==> src/rtl/assert_macros.svh <==
// Assertion helper macros shared by the RTL files.
`ifndef ASSERT_MACROS_SVH
`define ASSERT_MACROS_SVH
`ifndef SYNTHESIS
// Check that an antecedent implies a property at the same clock edge.
`define ASSERT_IMPLY(label, clk, rst, ante, cons) \
   label: assert property (@(posedge clk) disable iff (rst) (ante) |-> (cons)) \
      else $error("assertion failed");
// Check that an antecedent implies a property at the next clock edge.
`define ASSERT_NEXT(label, clk, rst, ante, cons) \
   label: assert property (@(posedge clk) disable iff (rst) (ante) |=> (cons)) \
      else $error("assertion failed");
`else
`define ASSERT_IMPLY(label, clk, rst, ante, cons)
`define ASSERT_NEXT(label, clk, rst, ante, cons)
`endif
`endif

==> src/rtl/cpsp_pkg.sv <==
// ----------------------------------------------------------------------------
// cpsp_pkg
// Types and constants for the cascaded position/speed PID block.
// ----------------------------------------------------------------------------
package cpsp_pkg;

   localparam int unsigned VALUE_WIDTH  = 32;
   localparam int unsigned INTEG_WIDTH  = 48;
   localparam int unsigned GAIN_WIDTH   = 16;
   localparam int unsigned GAINS_WIDTH  = 48;
   localparam int unsigned LIMIT_WIDTH  = 31;
   localparam int unsigned RPM_WIDTH    = 16;
   localparam int unsigned CSR_IDX_WIDTH = 3;
   localparam int unsigned CSR_DATA_WIDTH = 48;
   localparam int unsigned ACC_WIDTH    = 56;
   // Q16.16 values; the rpm scaling below is sized for this
   localparam int unsigned FRACTION_BITS = 16;

   localparam logic [CSR_IDX_WIDTH-1:0] CSR_LOOP_MODE      = 3'd0;
   localparam logic [CSR_IDX_WIDTH-1:0] CSR_INNER_GAINS    = 3'd1;
   localparam logic [CSR_IDX_WIDTH-1:0] CSR_OUTER_GAINS    = 3'd2;
   localparam logic [CSR_IDX_WIDTH-1:0] CSR_INNER_OUT_LIM  = 3'd3;
   localparam logic [CSR_IDX_WIDTH-1:0] CSR_INNER_INT_LIM  = 3'd4;
   localparam logic [CSR_IDX_WIDTH-1:0] CSR_OUTER_DER_LIM  = 3'd5;
   localparam logic [CSR_IDX_WIDTH-1:0] CSR_DEADBAND       = 3'd6;

   typedef enum logic [3:0] {
      ST_IDLE,
      ST_SETUP,
      ST_OUTER_P,
      ST_OUTER_I,
      ST_OUTER_D,
      ST_OUTER_SUM,
      ST_INNER_ERR,
      ST_INNER_P,
      ST_INNER_I,
      ST_INNER_D,
      ST_INNER_SUM,
      ST_DONE
   } cpsp_state_type;

   // Datapath steps issued by the controller.
   typedef enum logic [3:0] {
      OP_NONE,
      OP_SETUP,
      OP_OUTER_P,
      OP_OUTER_I,
      OP_OUTER_D,
      OP_OUTER_SUM,
      OP_INNER_ERR,
      OP_INNER_P,
      OP_INNER_I,
      OP_INNER_D,
      OP_INNER_SUM
   } cpsp_op_type;

   typedef struct packed {
      cpsp_op_type op;
      logic        load;
   } cpsp_cmd_type;

   typedef struct packed {
      logic cascade;
      logic dead;
   } cpsp_status_type;

endpackage

==> src/rtl/cpsp_if.sv <==
// ----------------------------------------------------------------------------
// cpsp_req_if / cpsp_rsp_if / cpsp_csr_if
// Valid/ready channels of the cascaded PID block.
// ----------------------------------------------------------------------------
interface cpsp_req_if;
   logic               valid;
   logic               ready;
   logic signed [31:0] speed_setpoint;
   logic signed [31:0] position_setpoint;
   logic signed [31:0] measured_angle;
   logic signed [15:0] measured_rpm;
   modport source (output valid, speed_setpoint, position_setpoint, measured_angle,
      measured_rpm, input ready);
   modport sink (input valid, speed_setpoint, position_setpoint, measured_angle,
      measured_rpm, output ready);
endinterface

interface cpsp_rsp_if;
   logic               valid;
   logic               ready;
   logic signed [31:0] drive_value;
   logic               in_deadband;
   modport source (output valid, drive_value, in_deadband, input ready);
   modport sink (input valid, drive_value, in_deadband, output ready);
endinterface

interface cpsp_csr_if;
   logic        valid;
   logic        ready;
   logic [2:0]  index;
   logic [47:0] data;
   modport source (output valid, index, data, input ready);
   modport sink (input valid, index, data, output ready);
endinterface

==> src/rtl/cascaded_position_speed_pid.sv <==
// ----------------------------------------------------------------------------
// cascaded_position_speed_pid
// Cascaded position/speed PID controller, one drive value per control tick.
// ----------------------------------------------------------------------------
// A tick runs setup, then in cascade mode the outer P, I, D and sum steps (only
// outer P inside the deadband, which goes straight to the result), then the inner
// error, P, I, D and sum steps; the result is held until it is taken, and the
// next tick is taken the cycle after the result beat. One shared gain multiplier
// does one gain product per cycle. Configuration writes are taken at any time
// and must come while idle.
module cascaded_position_speed_pid
   import cpsp_pkg::*;
(
   input logic         clock,
   input logic         reset,
   cpsp_req_if.sink    req,
   cpsp_rsp_if.source  rsp,
   cpsp_csr_if.sink    csr
);

   cpsp_cmd_type    cmd;
   cpsp_status_type status;

   assign csr.ready = 1'b1;

   cpsp_ctrl u_ctrl (
      .clock     (clock),
      .reset     (reset),
      .req_valid (req.valid),
      .req_ready (req.ready),
      .rsp_valid (rsp.valid),
      .rsp_ready (rsp.ready),
      .status    (status),
      .cmd       (cmd)
   );

   cpsp_datapath u_dp (
      .clock             (clock),
      .reset             (reset),
      .cmd               (cmd),
      .status            (status),
      .csr_we            (csr.valid),
      .csr_index         (csr.index),
      .csr_data          (csr.data),
      .speed_setpoint    (req.speed_setpoint),
      .position_setpoint (req.position_setpoint),
      .measured_angle    (req.measured_angle),
      .measured_rpm      (req.measured_rpm),
      .drive_value       (rsp.drive_value),
      .in_deadband       (rsp.in_deadband)
   );

endmodule

==> src/rtl/cpsp_ctrl.sv <==
// ----------------------------------------------------------------------------
// cpsp_ctrl
// Sequencer stepping one tick through outer and inner PID operations.
// ----------------------------------------------------------------------------
`include "assert_macros.svh"
module cpsp_ctrl
   import cpsp_pkg::*;
(
   input  logic            clock,
   input  logic            reset,
   input  logic            req_valid,
   output logic            req_ready,
   output logic            rsp_valid,
   input  logic            rsp_ready,
   input  cpsp_status_type status,
   output cpsp_cmd_type    cmd
);

   cpsp_state_type state_ff, state_in;

   always_ff @(posedge clock) begin
      if (reset) begin
         state_ff <= ST_IDLE;
      end else begin
         state_ff <= state_in;
      end
   end

   always_comb begin
      state_in  = state_ff;
      cmd.op    = OP_NONE;
      cmd.load  = 1'b0;
      req_ready = 1'b0;
      rsp_valid = 1'b0;
      case (state_ff)
         ST_IDLE: begin
            req_ready = 1'b1;
            if (req_valid) begin
               cmd.load = 1'b1;
               state_in = ST_SETUP;
            end
         end
         ST_SETUP: begin
            cmd.op   = OP_SETUP;
            state_in = status.cascade ? ST_OUTER_P : ST_INNER_ERR;
         end
         ST_OUTER_P: begin
            cmd.op = OP_OUTER_P;
            // drop straight to the result inside the deadband
            if (status.dead) begin
               state_in = ST_DONE;
            end else begin
               state_in = ST_OUTER_I;
            end
         end
         ST_OUTER_I: begin
            cmd.op = OP_OUTER_I;
            state_in = ST_OUTER_D;
         end
         ST_OUTER_D: begin
            cmd.op = OP_OUTER_D;
            state_in = ST_OUTER_SUM;
         end
         ST_OUTER_SUM: begin
            cmd.op = OP_OUTER_SUM;
            state_in = ST_INNER_ERR;
         end
         ST_INNER_ERR: begin
            cmd.op = OP_INNER_ERR;
            state_in = ST_INNER_P;
         end
         ST_INNER_P: begin
            cmd.op = OP_INNER_P;
            state_in = ST_INNER_I;
         end
         ST_INNER_I: begin
            cmd.op = OP_INNER_I;
            state_in = ST_INNER_D;
         end
         ST_INNER_D: begin
            cmd.op = OP_INNER_D;
            state_in = ST_INNER_SUM;
         end
         ST_INNER_SUM: begin
            cmd.op = OP_INNER_SUM;
            state_in = ST_DONE;
         end
         ST_DONE: begin
            rsp_valid = 1'b1;
            if (rsp_ready) begin
               state_in = ST_IDLE;
            end
         end
         default: state_in = ST_IDLE;
      endcase
   end

   `ASSERT_IMPLY(a_ready_idle, clock, reset, req_ready, state_ff == ST_IDLE)
   `ASSERT_IMPLY(a_no_overlap, clock, reset, rsp_valid, !req_ready)
   `ASSERT_NEXT(a_load_setup, clock, reset, req_valid && req_ready, state_ff == ST_SETUP)

endmodule

==> src/rtl/cpsp_datapath.sv <==
// ----------------------------------------------------------------------------
// cpsp_datapath
// Registers, state and one shared gain multiplier for the PID arithmetic.
// ----------------------------------------------------------------------------
`include "assert_macros.svh"
module cpsp_datapath
   import cpsp_pkg::*;
(
   input  logic                      clock,
   input  logic                      reset,
   input  cpsp_cmd_type              cmd,
   output cpsp_status_type           status,
   input  logic                      csr_we,
   input  logic [CSR_IDX_WIDTH-1:0]  csr_index,
   input  logic [CSR_DATA_WIDTH-1:0] csr_data,
   input  logic signed [31:0]        speed_setpoint,
   input  logic signed [31:0]        position_setpoint,
   input  logic signed [31:0]        measured_angle,
   input  logic signed [15:0]        measured_rpm,
   output logic signed [31:0]        drive_value,
   output logic                      in_deadband
);

   localparam logic signed [63:0] I32_MAX = 64'sh7FFF_FFFF;
   localparam logic signed [63:0] I32_MIN = -64'sh8000_0000;
   localparam logic signed [63:0] I48_MAX = 64'sh7FFF_FFFF_FFFF;
   localparam logic signed [63:0] I48_MIN = -64'sh8000_0000_0000;
   // Reciprocal of 60 scaled by 2^36, rounded up; exact over the whole rpm
   // range at 16 fraction bits.
   localparam logic [31:0] RECIP60 = 32'd1145324613;
   localparam int unsigned RSH = 36;

   logic                     mode_ff;
   logic [GAINS_WIDTH-1:0]   igain_ff, ogain_ff;
   logic [LIMIT_WIDTH-1:0]   olim_ff, ilim_ff, dlim_ff, dband_ff;

   logic signed [31:0] sp_ff, pos_ff, ang_ff;
   logic signed [15:0] rpm_ff;
   logic signed [31:0] lim_ff;         // |speed_setpoint| saturated
   logic signed [31:0] target_ff;      // inner setpoint
   logic signed [31:0] oerr_ff, operr_ff, ierr_ff, iperr_ff;
   logic signed [47:0] oint_ff, iint_ff;
   logic signed [31:0] meas_ff;
   logic signed [41:0] p_ff, d_ff;
   logic signed [31:0] drive_ff;
   logic               dead_ff;

   // signed product gain * value shifted right by 8, value up to 33 bits
   function automatic logic signed [63:0] gmul(input logic [15:0] g,
                                              input logic signed [32:0] v);
      logic signed [63:0] pr;
      pr = $signed({1'b0, g}) * v;
      return pr >>> 8;
   endfunction

   function automatic logic signed [63:0] clampsym(input logic signed [63:0] v,
                                                  input logic signed [63:0] l);
      logic signed [63:0] r;
      if (v > l) r = l;
      else if (v < -l) r = -l;
      else r = v;
      return r;
   endfunction

   logic signed [63:0] perr, oerr_sat, ierr_sat, abs_e, sp64;
   logic signed [63:0] oint_sum, iint_sum, rpm_sc, mq;
   logic [15:0]        gsel;
   logic signed [32:0] msel;
   logic signed [63:0] prod;

   always_comb begin
      sp64     = 64'(sp_ff);
      perr     = 64'(pos_ff) - 64'(ang_ff);
      oerr_sat = (perr > I32_MAX) ? I32_MAX : ((perr < I32_MIN) ? I32_MIN : perr);
      ierr_sat = 64'(target_ff) - 64'(meas_ff);
      ierr_sat = (ierr_sat > I32_MAX) ? I32_MAX : ((ierr_sat < I32_MIN) ? I32_MIN : ierr_sat);
      abs_e    = (oerr_ff < 0) ? -64'(oerr_ff) : 64'(oerr_ff);
      gsel = 16'd0;
      msel = 33'sd0;
      case (cmd.op)
         OP_OUTER_P: begin gsel = ogain_ff[15:0];  msel = 33'(oerr_ff); end
         OP_OUTER_I: begin gsel = ogain_ff[31:16]; msel = 33'(oerr_ff); end
         OP_OUTER_D: begin
            gsel = ogain_ff[47:32];
            msel = 33'(oerr_ff) - 33'(operr_ff);
         end
         OP_INNER_P: begin gsel = igain_ff[15:0];  msel = 33'(ierr_ff); end
         OP_INNER_I: begin gsel = igain_ff[31:16]; msel = 33'(ierr_ff); end
         OP_INNER_D: begin
            gsel = igain_ff[47:32];
            msel = 33'(ierr_ff) - 33'(iperr_ff);
         end
         default: ;
      endcase
      prod = gmul(gsel, msel);
      // saturate integrators to 48 bits, inner one then to its limit
      oint_sum = 64'(oint_ff) + prod;
      oint_sum = (oint_sum > I48_MAX) ? I48_MAX : ((oint_sum < I48_MIN) ? I48_MIN : oint_sum);
      iint_sum = 64'(iint_ff) + prod;
      iint_sum = (iint_sum > I48_MAX) ? I48_MAX : ((iint_sum < I48_MIN) ? I48_MIN : iint_sum);
      iint_sum = clampsym(iint_sum, 64'(ilim_ff));
      // rpm/60 truncated toward zero via reciprocal of magnitude
      rpm_sc = 64'(rpm_ff) <<< FRACTION_BITS;
      mq = 64'(((rpm_sc < 0 ? -rpm_sc : rpm_sc) * 64'(RECIP60)) >>> RSH);
   end

   always_ff @(posedge clock) begin
      if (reset) begin
         mode_ff  <= 1'b0;
         igain_ff <= '0;
         ogain_ff <= '0;
         olim_ff  <= '0;
         ilim_ff  <= '0;
         dlim_ff  <= '0;
         dband_ff <= '0;
         oerr_ff  <= '0;
         operr_ff <= '0;
         oint_ff  <= '0;
         ierr_ff  <= '0;
         iperr_ff <= '0;
         iint_ff  <= '0;
         dead_ff  <= 1'b0;
      end else begin
         if (csr_we) begin
            case (csr_index)
               CSR_LOOP_MODE:     mode_ff  <= csr_data[0];
               CSR_INNER_GAINS:   igain_ff <= csr_data[GAINS_WIDTH-1:0];
               CSR_OUTER_GAINS:   ogain_ff <= csr_data[GAINS_WIDTH-1:0];
               CSR_INNER_OUT_LIM: olim_ff  <= csr_data[LIMIT_WIDTH-1:0];
               CSR_INNER_INT_LIM: ilim_ff  <= csr_data[LIMIT_WIDTH-1:0];
               CSR_OUTER_DER_LIM: dlim_ff  <= csr_data[LIMIT_WIDTH-1:0];
               CSR_DEADBAND:      dband_ff <= csr_data[LIMIT_WIDTH-1:0];
               default: ;
            endcase
         end
         if (cmd.load) dead_ff <= 1'b0;
         case (cmd.op)
            OP_SETUP: begin
               if (mode_ff) begin
                  operr_ff <= oerr_ff;
                  oerr_ff  <= 32'(oerr_sat);
               end
            end
            OP_OUTER_P: ;
            OP_OUTER_I: oint_ff <= 48'(oint_sum);
            OP_INNER_I: iint_ff <= 48'(iint_sum);
            OP_INNER_ERR: begin
               iperr_ff <= ierr_ff;
               ierr_ff  <= 32'(ierr_sat);
            end
            default: ;
         endcase
         if (cmd.op == OP_OUTER_P && abs_e < 64'(dband_ff)) dead_ff <= 1'b1;
      end
   end

   always_ff @(posedge clock) begin
      if (cmd.load) begin
         sp_ff  <= speed_setpoint;
         pos_ff <= position_setpoint;
         ang_ff <= measured_angle;
         rpm_ff <= measured_rpm;
      end
      case (cmd.op)
         OP_SETUP: begin
            lim_ff    <= (sp64 < 0) ? ((sp64 == I32_MIN) ? 32'(I32_MAX) : 32'(-sp64))
                                    : sp_ff;
            target_ff <= sp_ff;
            meas_ff   <= (rpm_sc < 0) ? 32'(-mq) : 32'(mq);
            drive_ff  <= '0;
         end
         OP_OUTER_P: p_ff <= 42'(clampsym(prod, 64'(lim_ff)));
         OP_OUTER_D: d_ff <= 42'(clampsym(prod, 64'(dlim_ff)));
         OP_OUTER_SUM:
            target_ff <= 32'(clampsym(64'(p_ff) + 64'(oint_ff) + 64'(d_ff), 64'(lim_ff)));
         OP_INNER_P: p_ff <= 42'(prod);
         OP_INNER_D: d_ff <= 42'(prod);
         OP_INNER_SUM:
            drive_ff <= 32'(clampsym(64'(p_ff) + 64'(iint_ff) + 64'(d_ff), 64'(olim_ff)));
         default: ;
      endcase
   end

   always_comb begin
      status.cascade = mode_ff;
      status.dead    = (abs_e < 64'(dband_ff));
   end

   assign drive_value = dead_ff ? 32'sd0 : drive_ff;
   assign in_deadband = dead_ff;

   `ASSERT_IMPLY(a_dead_zero, clock, reset, in_deadband, drive_value == 32'sd0)
   `ASSERT_NEXT(a_load_clear, clock, reset, cmd.load, !in_deadband)
   `ASSERT_NEXT(a_err_shift, clock, reset, cmd.op == OP_INNER_ERR, iperr_ff == $past(ierr_ff))

endmodule
==> src/flat_wrapper.sv <==
// flat-port wrapper written by rule: the top's interface ports become plain ports
module cascaded_position_speed_pid_flat import cpsp_pkg::*;
  (clock, reset, req_valid, req_speed_setpoint, req_position_setpoint, req_measured_angle, req_measured_rpm, req_ready, rsp_valid, rsp_drive_value, rsp_in_deadband, rsp_ready, csr_valid, csr_index, csr_data, csr_ready);
  cpsp_req_if req_i ();
  cpsp_rsp_if rsp_i ();
  cpsp_csr_if csr_i ();
  input logic clock;
  input logic reset;
  input wire logic [$bits(req_i.valid)-1:0] req_valid;
  input wire logic [$bits(req_i.speed_setpoint)-1:0] req_speed_setpoint;
  input wire logic [$bits(req_i.position_setpoint)-1:0] req_position_setpoint;
  input wire logic [$bits(req_i.measured_angle)-1:0] req_measured_angle;
  input wire logic [$bits(req_i.measured_rpm)-1:0] req_measured_rpm;
  output wire logic [$bits(req_i.ready)-1:0] req_ready;
  output wire logic [$bits(rsp_i.valid)-1:0] rsp_valid;
  output wire logic [$bits(rsp_i.drive_value)-1:0] rsp_drive_value;
  output wire logic [$bits(rsp_i.in_deadband)-1:0] rsp_in_deadband;
  input wire logic [$bits(rsp_i.ready)-1:0] rsp_ready;
  input wire logic [$bits(csr_i.valid)-1:0] csr_valid;
  input wire logic [$bits(csr_i.index)-1:0] csr_index;
  input wire logic [$bits(csr_i.data)-1:0] csr_data;
  output wire logic [$bits(csr_i.ready)-1:0] csr_ready;
  assign req_i.valid = req_valid;
  assign req_i.speed_setpoint = req_speed_setpoint;
  assign req_i.position_setpoint = req_position_setpoint;
  assign req_i.measured_angle = req_measured_angle;
  assign req_i.measured_rpm = req_measured_rpm;
  assign req_ready = req_i.ready;
  assign rsp_valid = rsp_i.valid;
  assign rsp_drive_value = rsp_i.drive_value;
  assign rsp_in_deadband = rsp_i.in_deadband;
  assign rsp_i.ready = rsp_ready;
  assign csr_i.valid = csr_valid;
  assign csr_i.index = csr_index;
  assign csr_i.data = csr_data;
  assign csr_ready = csr_i.ready;
  cascaded_position_speed_pid u_core (.clock(clock), .reset(reset), .req(req_i), .rsp(rsp_i), .csr(csr_i));
endmodule
==> config.mk <==
export PLATFORM = sky130hd
export DESIGN_NAME = cascaded_position_speed_pid_flat
export DESIGN_NICKNAME = d
export VERILOG_FILES = /design/src/rtl/cpsp_pkg.sv /design/src/rtl/cpsp_if.sv /design/src/rtl/cascaded_position_speed_pid.sv /design/src/rtl/cpsp_ctrl.sv /design/src/rtl/cpsp_datapath.sv /design/src/flat_wrapper.sv
export VERILOG_INCLUDE_DIRS = /design/src /design/src/rtl
export SDC_FILE = /design/constraint.sdc
export NUM_CORES = 2
export LEC_CHECK = 0
export ABC_CLOCK_PERIOD_IN_PS = 23700
export BUFFER_PORTS_ARGS = -buffer_cell sky130_fd_sc_hd__buf_2
export CORE_MARGIN = 10
export CORE_UTILIZATION = 35
export CTS_CLUSTER_DIAMETER = 30
export DETAILED_ROUTE_END_ITERATION = 6
export MAX_ROUTING_LAYER = met4
export PLACE_DENSITY_LB_ADDON = 0.15
export SKIP_CTS_REPAIR_TIMING = 1
export SLEW_MARGIN = 10
export SYNTH_ARGS = -nofsm -noshare
export SYNTH_HDL_FRONTEND = slang
export SYNTH_SLANG_ARGS = --single-unit
==> constraint.sdc <==
create_clock -name clock -period 23.7 [get_ports clock]
set_input_delay 1.185 -clock clock [delete_from_list [all_inputs] [get_ports clock]]
set_output_delay 1.185 -clock clock [all_outputs]
set_load 0.01 [all_outputs]
Word-level counts from Yosys, hierarchy flattened
Cells that the tools add are included.

Add/subtract/negate cells: 18. Multipliers: 2. $lt $le $gt $ge: 22. Equality and inequality tests: 30. Muxes and demuxes: 42. Reductions and logical operators: 19.

Operator list (number): 32-bit 2-to-1 mux (11); 64-bit 2-to-1 mux (4); 48-bit 2-to-1 mux (4); 31-bit negator with 64-bit output (3); 42-bit 2-to-1 mux (4); 42-bit one-hot mux with 2 select lines (2); 33-bit one-hot mux with 4 select lines (1); 32-bit by 32-bit subtractor with 33-bit output (4); 42-bit by 64-bit less-than comparator with 1-bit output (2); 50-bit by 64-bit less-than comparator with 1-bit output (2); 32-bit negator with 64-bit output (2); 32-bit one-hot mux with 2 select lines (2); 49-bit by 42-bit adder with 50-bit output (2); 50-bit by 32-bit greater-than comparator with 1-bit output (2); 42-bit by 48-bit adder with 49-bit output (2); 48-bit by 42-bit adder with 49-bit output (2); 49-bit by 48-bit greater-than comparator with 1-bit output (second input constant) (2); 49-bit by 48-bit less-than comparator with 1-bit output (second input constant) (2); 32-bit by 1-bit less-than comparator with 1-bit output (second input constant) (3); 16-bit one-hot mux with 6 select lines (1); 42-bit by 32-bit greater-than comparator with 1-bit output (2); 33-bit by 32-bit greater-than comparator with 1-bit output (second input constant) (2); 33-bit by 32-bit less-than comparator with 1-bit output (second input constant) (2); 64-bit by 32-bit greater-than comparator with 1-bit output (1); 28 further kinds (69).

Register bits: 774. Input port bits: 168. Output and inout port bits: 36. Logic and storage cells: 159.

Longest topological paths before layout
Depth after elaboration: 13. Gate-level depth with buffers: 73. Depth with buffers taken out: 68.

Hierarchy
A second synthesis with hierarchy kept.

Cells, all modules: 11234. Area, all modules: 95566.7 um2.

By module, submodules not included: cpsp_datapath (instances 1, cells each 11194, area an instance 95266.4 um2, seq. area each 18657.9 um2); cpsp_ctrl (instances 1, cells each 38, area an instance 289.0 um2, seq. area each 80.1 um2); cascaded_position_speed_pid (instances 1, cells each 2, area an instance 11.3 um2, seq. area each 0.0 um2).

Least setup slack after synthesis
No wires, ideal clock.

Kind: reg-to-reg. From: register u_core.u_dp.ierr_ff[0]. To: register u_core.u_dp.iint_ff[17]. Library setup time: 0.134 ns. Arrival time: 18.127 ns. Required time: 23.566 ns. Slack: 5.439 ns. Stages on the path, launching flop included: 71. Buffers on the path: 8. Period minus slack after synthesis: 18.261 ns. Cell sequence: dfxtp_1 inv_1 ha_1 fa_1 nor2b_1 o21ai_0 a21boi_0 o31ai_1 a31oi_1 a21oi_1 o21ai_0 o211a_1 o21ai_0 a21o_1 a311oi_1 xnor2_1 o21ai_0 a211oi_1 [35 not listed] ha_1 a21o_1 a21o_1 a21oi_1 o21ai_0 a31oi_1 o32ai_1 or4_1 o21ai_1 nor3_1 o22a_1 a311oi_4 and2_0 clkbuf_1 buf_2 mux2_2 mux2i_1 a21oi_1.

Word-level cells in the longest chain between the ends: 10. Elaborated cells on any way between the ends: 12. Those cells by class: add/sub: 2; mul: 1; order compare: 4; mux: 5.

RTL lines: start, declared (RTL line cpsp_datapath.sv:41) `logic signed [31:0] oerr_ff, operr_ff, ierr_ff, iperr_ff;`; start signal, assigned (RTL line cpsp_datapath.sv:149) `ierr_ff <= 32'(ierr_sat);`; 32-bit by 32-bit subtractor with 33-bit output (RTL line cpsp_datapath.sv:91) `msel = 33'(ierr_ff) - 33'(iperr_ff);`; 33-bit one-hot mux with 4 select lines * (RTL line cpsp_datapath.sv:80) `case (cmd.op)`; 17-bit by 33-bit multiplier with 50-bit output * (RTL line cpsp_datapath.sv:52) `pr = $signed({1'b0, g}) * v;`; 48-bit by 42-bit adder with 49-bit output * (RTL line cpsp_datapath.sv:99) `iint_sum = 64'(iint_ff) + prod;`; 49-bit by 48-bit less-than comparator with 1-bit output (RTL line cpsp_datapath.sv:100) `iint_sum = (iint_sum > I48_MAX) ? I48_MAX : ((iint_sum < I48_MIN) ? I48_MIN : iint_sum);`; 64-bit 2-to-1 mux (RTL line cpsp_datapath.sv:100); 64-bit 2-to-1 mux * (RTL line cpsp_datapath.sv:100); 64-bit less-than comparator (RTL line cpsp_datapath.sv:60) `else if (v < -l) r = -l;`; 48-bit 2-to-1 mux (RTL line cpsp_datapath.sv:60); 48-bit 2-to-1 mux * (RTL line cpsp_datapath.sv:59) `if (v > l) r = l;`; end signal, assigned (RTL line cpsp_datapath.sv:146) `OP_INNER_I: iint_ff <= 48'(iint_sum);`; end, declared (RTL line cpsp_datapath.sv:42) `logic signed [47:0] oint_ff, iint_ff;`.

Mark *: on every way between the ends. The rest lies on a longest branch, timed or not. A chain may end at the register's enable or synchronous reset.

Final worst setup path
From: register u_core.u_dp.oerr_ff[0]. To: register u_core.u_dp.iint_ff[24].

Word-level cells in the longest chain between the ends: 10. Elaborated cells on any way between the ends: 12. Those cells by class: add/sub: 2; mul: 1; order compare: 4; mux: 5.

RTL lines: start, declared (RTL line cpsp_datapath.sv:41); start signal, assigned (RTL line cpsp_datapath.sv:141) `oerr_ff <= 32'(oerr_sat);`; 32-bit by 32-bit subtractor with 33-bit output (RTL line cpsp_datapath.sv:85) `msel = 33'(oerr_ff) - 33'(operr_ff);`; 33-bit one-hot mux with 4 select lines * (RTL line cpsp_datapath.sv:80); 17-bit by 33-bit multiplier with 50-bit output * (RTL line cpsp_datapath.sv:52); 48-bit by 42-bit adder with 49-bit output * (RTL line cpsp_datapath.sv:99); 49-bit by 48-bit less-than comparator with 1-bit output (RTL line cpsp_datapath.sv:100); 64-bit 2-to-1 mux (RTL line cpsp_datapath.sv:100); 64-bit 2-to-1 mux * (RTL line cpsp_datapath.sv:100); 64-bit less-than comparator (RTL line cpsp_datapath.sv:60); 48-bit 2-to-1 mux (RTL line cpsp_datapath.sv:60); 48-bit 2-to-1 mux * (RTL line cpsp_datapath.sv:59).

Marked as above.

==> run metrics <==
# DRC=0; worst hold path type=flip-flop to flip-flop; CP bufs+invs=8; clk sinks=approximately 770; crit path launch type=flip-flop; maxcap violations=0; Fmax achieved=between 50 and 60 MHz; Post-Syn Area=around 95,000 µm²; slowest cell delay on critical path=1.08 ns; post-DR wirelength/cell=approximately 23 µm; Compound-Gate Fraction of Synth Area=19.0%; num rows=between 150 and 200; antenna violations before repair=21; crit path DAT=20.08 ns; grt ovf=0; Root Buffer=clkbuf_16; WP data required=24.50 ns; CP max-delay cell=a221oi_1; Cells after DPL=14,941; mux share of post-synthesis cell area=less than 1%; Rel. slew slack=between 10% and 20%; largest family of logic cells by synthesized area=adder cells; slack of the critical path=between 4 and 5 ns; Die Span Y=about 540 µm; number of global-route vias before repair=around 83,000; CTS buffer count=approximately 230; TritonCTS clock tree=yes; Leak=about 50 nW; antenna-violating nets left=0; Slew @ Worst Pin=approximately 1.3 ns; starting density of the core=about a third; final setup violation count=0; power density cells=approximately 190 nW/µm²; Setup TNS=0 ns; Die Footprint=293,000 µm²; Total Power=about 20 mW; Via Count=~85,000; worst-path fanout max=24; first-pass GRT wire length=533,000 µm; post-synthesis adder-cell area fraction=about 33%; share of layout cells above drive strength 1=8.10%; fraction of registers with async set/reset=0%; Synth cell types=just over 100; sequential cell area fraction in the yosys report=between 15 and 20%; Post-Route WL=between 300,000 and 400,000 µm; clock transition time at the flip-flop clock pins of the worst setup and hold paths=approximately 0.05 ns; nets=13,757; synthesized flop and latch total=774; outcome=complete, no violations; largest net degree at the start of global routing=81; final hold viol count=0; Synth Warn #=0; Avg Vias per Cell=5.51; clk buf depth=4; Final Slew Violations=0; kind of critical path=flip-flop to flip-flop; CP Capture Type=flip-flop; Layout area overhead=15.0%; core area=approximately 270,000 µm²; Mapped Avg Cell Area=8.40 µm²; number of I/O pins=around 200; H-tree depth=4; IO buf count=about 200; First DRT Iteration DRCs=between 7,000 and 8,000; Die X=between 500 and 600 µm; Tmin final=19.27 ns; pre-CTS WS=between 4 and 5 ns; GPL Wtd Cong=between 0.9 and 1; Synth Area in XOR/XNOR=5.14%; Fillers=between 20,000 and 30,000; Worst Skew=between 0.1 and 0.15 ns; Post-Synth Simple-Gate Area=between 10% and 20%; Clock Latency Late Sink=0.92 ns; drt first pass iters=7; cells after synthesis=approximately 11,000; critical path's top delay family=compound AO/OA/AOI/OAI gates; worst vdd ir=494 µV; Total GRT Usage=approximately a quarter; Final period util=between 80% and 90%; Post-DP HPWL=around 290,000 µm; Post-synth EDFFs=around 320; ys flop type=dfxtp_1; final std cells w/o fill=~15,000; RSZ-0062 raised after global routing=no
area by class of cell:
cell class	count	area, µm²	share of cell area [%]
diodes	19	47.5	0.0435
repair buffers	381	2360	2.16
clock inverters	166	2180	1.99
clock buffers	267	6030	5.51
flip-flops and latches	774	18700	17.1
inverters	1280	4800	4.39
well taps	3570	4470	4.08
multi-input cells	8936	70800	64.7
per-stage QoR:
step / utilization [%] / hold WS [ns] / cell area [µm²]
2_1_floorplan: - / 0.436 / 95700
3_3_place_gp: 37.4 / 0.441 / 101000
3_5_place_dp: 37.4 / 0.446 / 101000
4_1_cts: 40.4 / 0.380 / 109000
5_1_grt: 40.4 / 0.406 / 109000
6_report: 40.4 / 0.431 / 109000
cells in the final DEF (no fill, tap or decap), types with 95 or more instances in the layout:
master / n
nand2_1: 1336
inv_1: 1275
ha_1: 1192
a21oi_1: 1079
fa_1: 795
nor2_1: 707
o21ai_0: 555
dfxtp_1: 450
xnor2_1: 399
a21o_1: 346
edfxtp_1: 324
clkbuf_16: 231
buf_2: 201
buf_4: 179
nor3_1: 178
nor2b_1: 174
xor2_1: 154
nand2b_1: 148
conb_1: 146
nand3_1: 139
nand4_1: 135
o21a_1: 95
registers in the layout, summed over array words and instances (netlist names), 32 cells and up:
name,cells
u_core.u_dp.ang_ff,32
u_core.u_dp.d_ff,42
u_core.u_dp.drive_ff,32
u_core.u_dp.ierr_ff,32
u_core.u_dp.igain_ff,48
u_core.u_dp.iint_ff,48
u_core.u_dp.iperr_ff,32
u_core.u_dp.lim_ff,32
u_core.u_dp.meas_ff,32
u_core.u_dp.oerr_ff,32
u_core.u_dp.ogain_ff,48
u_core.u_dp.oint_ff,48
u_core.u_dp.operr_ff,32
u_core.u_dp.p_ff,42
u_core.u_dp.pos_ff,32
u_core.u_dp.sp_ff,32
u_core.u_dp.target_ff,32
power by group:
part | internal [mW] | switching [mW]
sequential | 2.01 | 0.189
combinational | 6.15 | 8.82
clock | 2.22 | 1.03
total | 10.4 | 10.0
routing by layer:
layer  GRT usage [%]  up-vias  part of all wire, %
li1                -    39640                    -
met1            34.0    41601                   46
met2            35.7     2998                   42
met3            3.94      562                  7.6
met4            7.65        0                  3.6
met5               -        -                    0
kinds of logic after synthesis:
group | count (synthesis)
AOI/OAI and AO/OA | 2894
xor gates and xnor gates | 559
adders and majority gates | 2034
buffers and inverters | 1766
DFF | 774
muxes | 58
other | 2
and+or+nand+nor | 3245
worst paths after layout:
kind	from	end	slack, ns	cells past startpoint
worst max-delay path	u_core.u_dp.oerr_ff[0]	u_core.u_dp.iint_ff[24]	4.43	66
worst min-delay path	u_core.u_dp.ierr_ff[0]	u_core.u_dp.iperr_ff[0]	0.43	2
worst max register to register	u_core.u_dp.oerr_ff[0]	u_core.u_dp.iint_ff[24]	4.43	66
worst min register to register	u_core.u_dp.ierr_ff[0]	u_core.u_dp.iperr_ff[0]	0.43	2
worst reg2reg max path, delay by kind of cell, from the launching register on:
| family | cells | cell delay, ns |
|---|---|---|
| compound gates | 31 | 8.11 |
| buf+inv | 8 | 1.34 |
| simple gates | 13 | 3.29 |
| flops | 1 | 0.42 |
| mux | 1 | 0.25 |
| xor+xnor | 2 | 0.95 |
| fa+ha+maj | 11 | 4.88 |
cells in the mapped netlist, types with 66 or more instances:
| library cell | n | area, µm² |
|---|---|---|
| nand2_1 | 1341 | 5030 |
| inv_1 | 1276 | 4790 |
| ha_1 | 1192 | 14900 |
| a21oi_1 | 1080 | 5410 |
| fa_1 | 795 | 15900 |
| nor2_1 | 719 | 2700 |
| o21ai_0 | 558 | 2790 |
| dfxtp_1 | 450 | 9010 |
| clkbuf_1 | 447 | 1680 |
| xnor2_1 | 402 | 3520 |
| a21o_1 | 346 | 2600 |
| edfxtp_1 | 324 | 9730 |
| nor3_1 | 185 | 926 |
| nor2b_1 | 174 | 1090 |
| xor2_1 | 157 | 1380 |
| nand2b_1 | 149 | 932 |
| nand3_1 | 147 | 736 |
| nand4_1 | 135 | 845 |
| o21a_1 | 95 | 713 |
| a211oi_1 | 91 | 683 |
| a31oi_1 | 74 | 463 |
| nor4_1 | 68 | 425 |
| and2_1 | 66 | 413 |
Power figures use the tool's default switching activity.
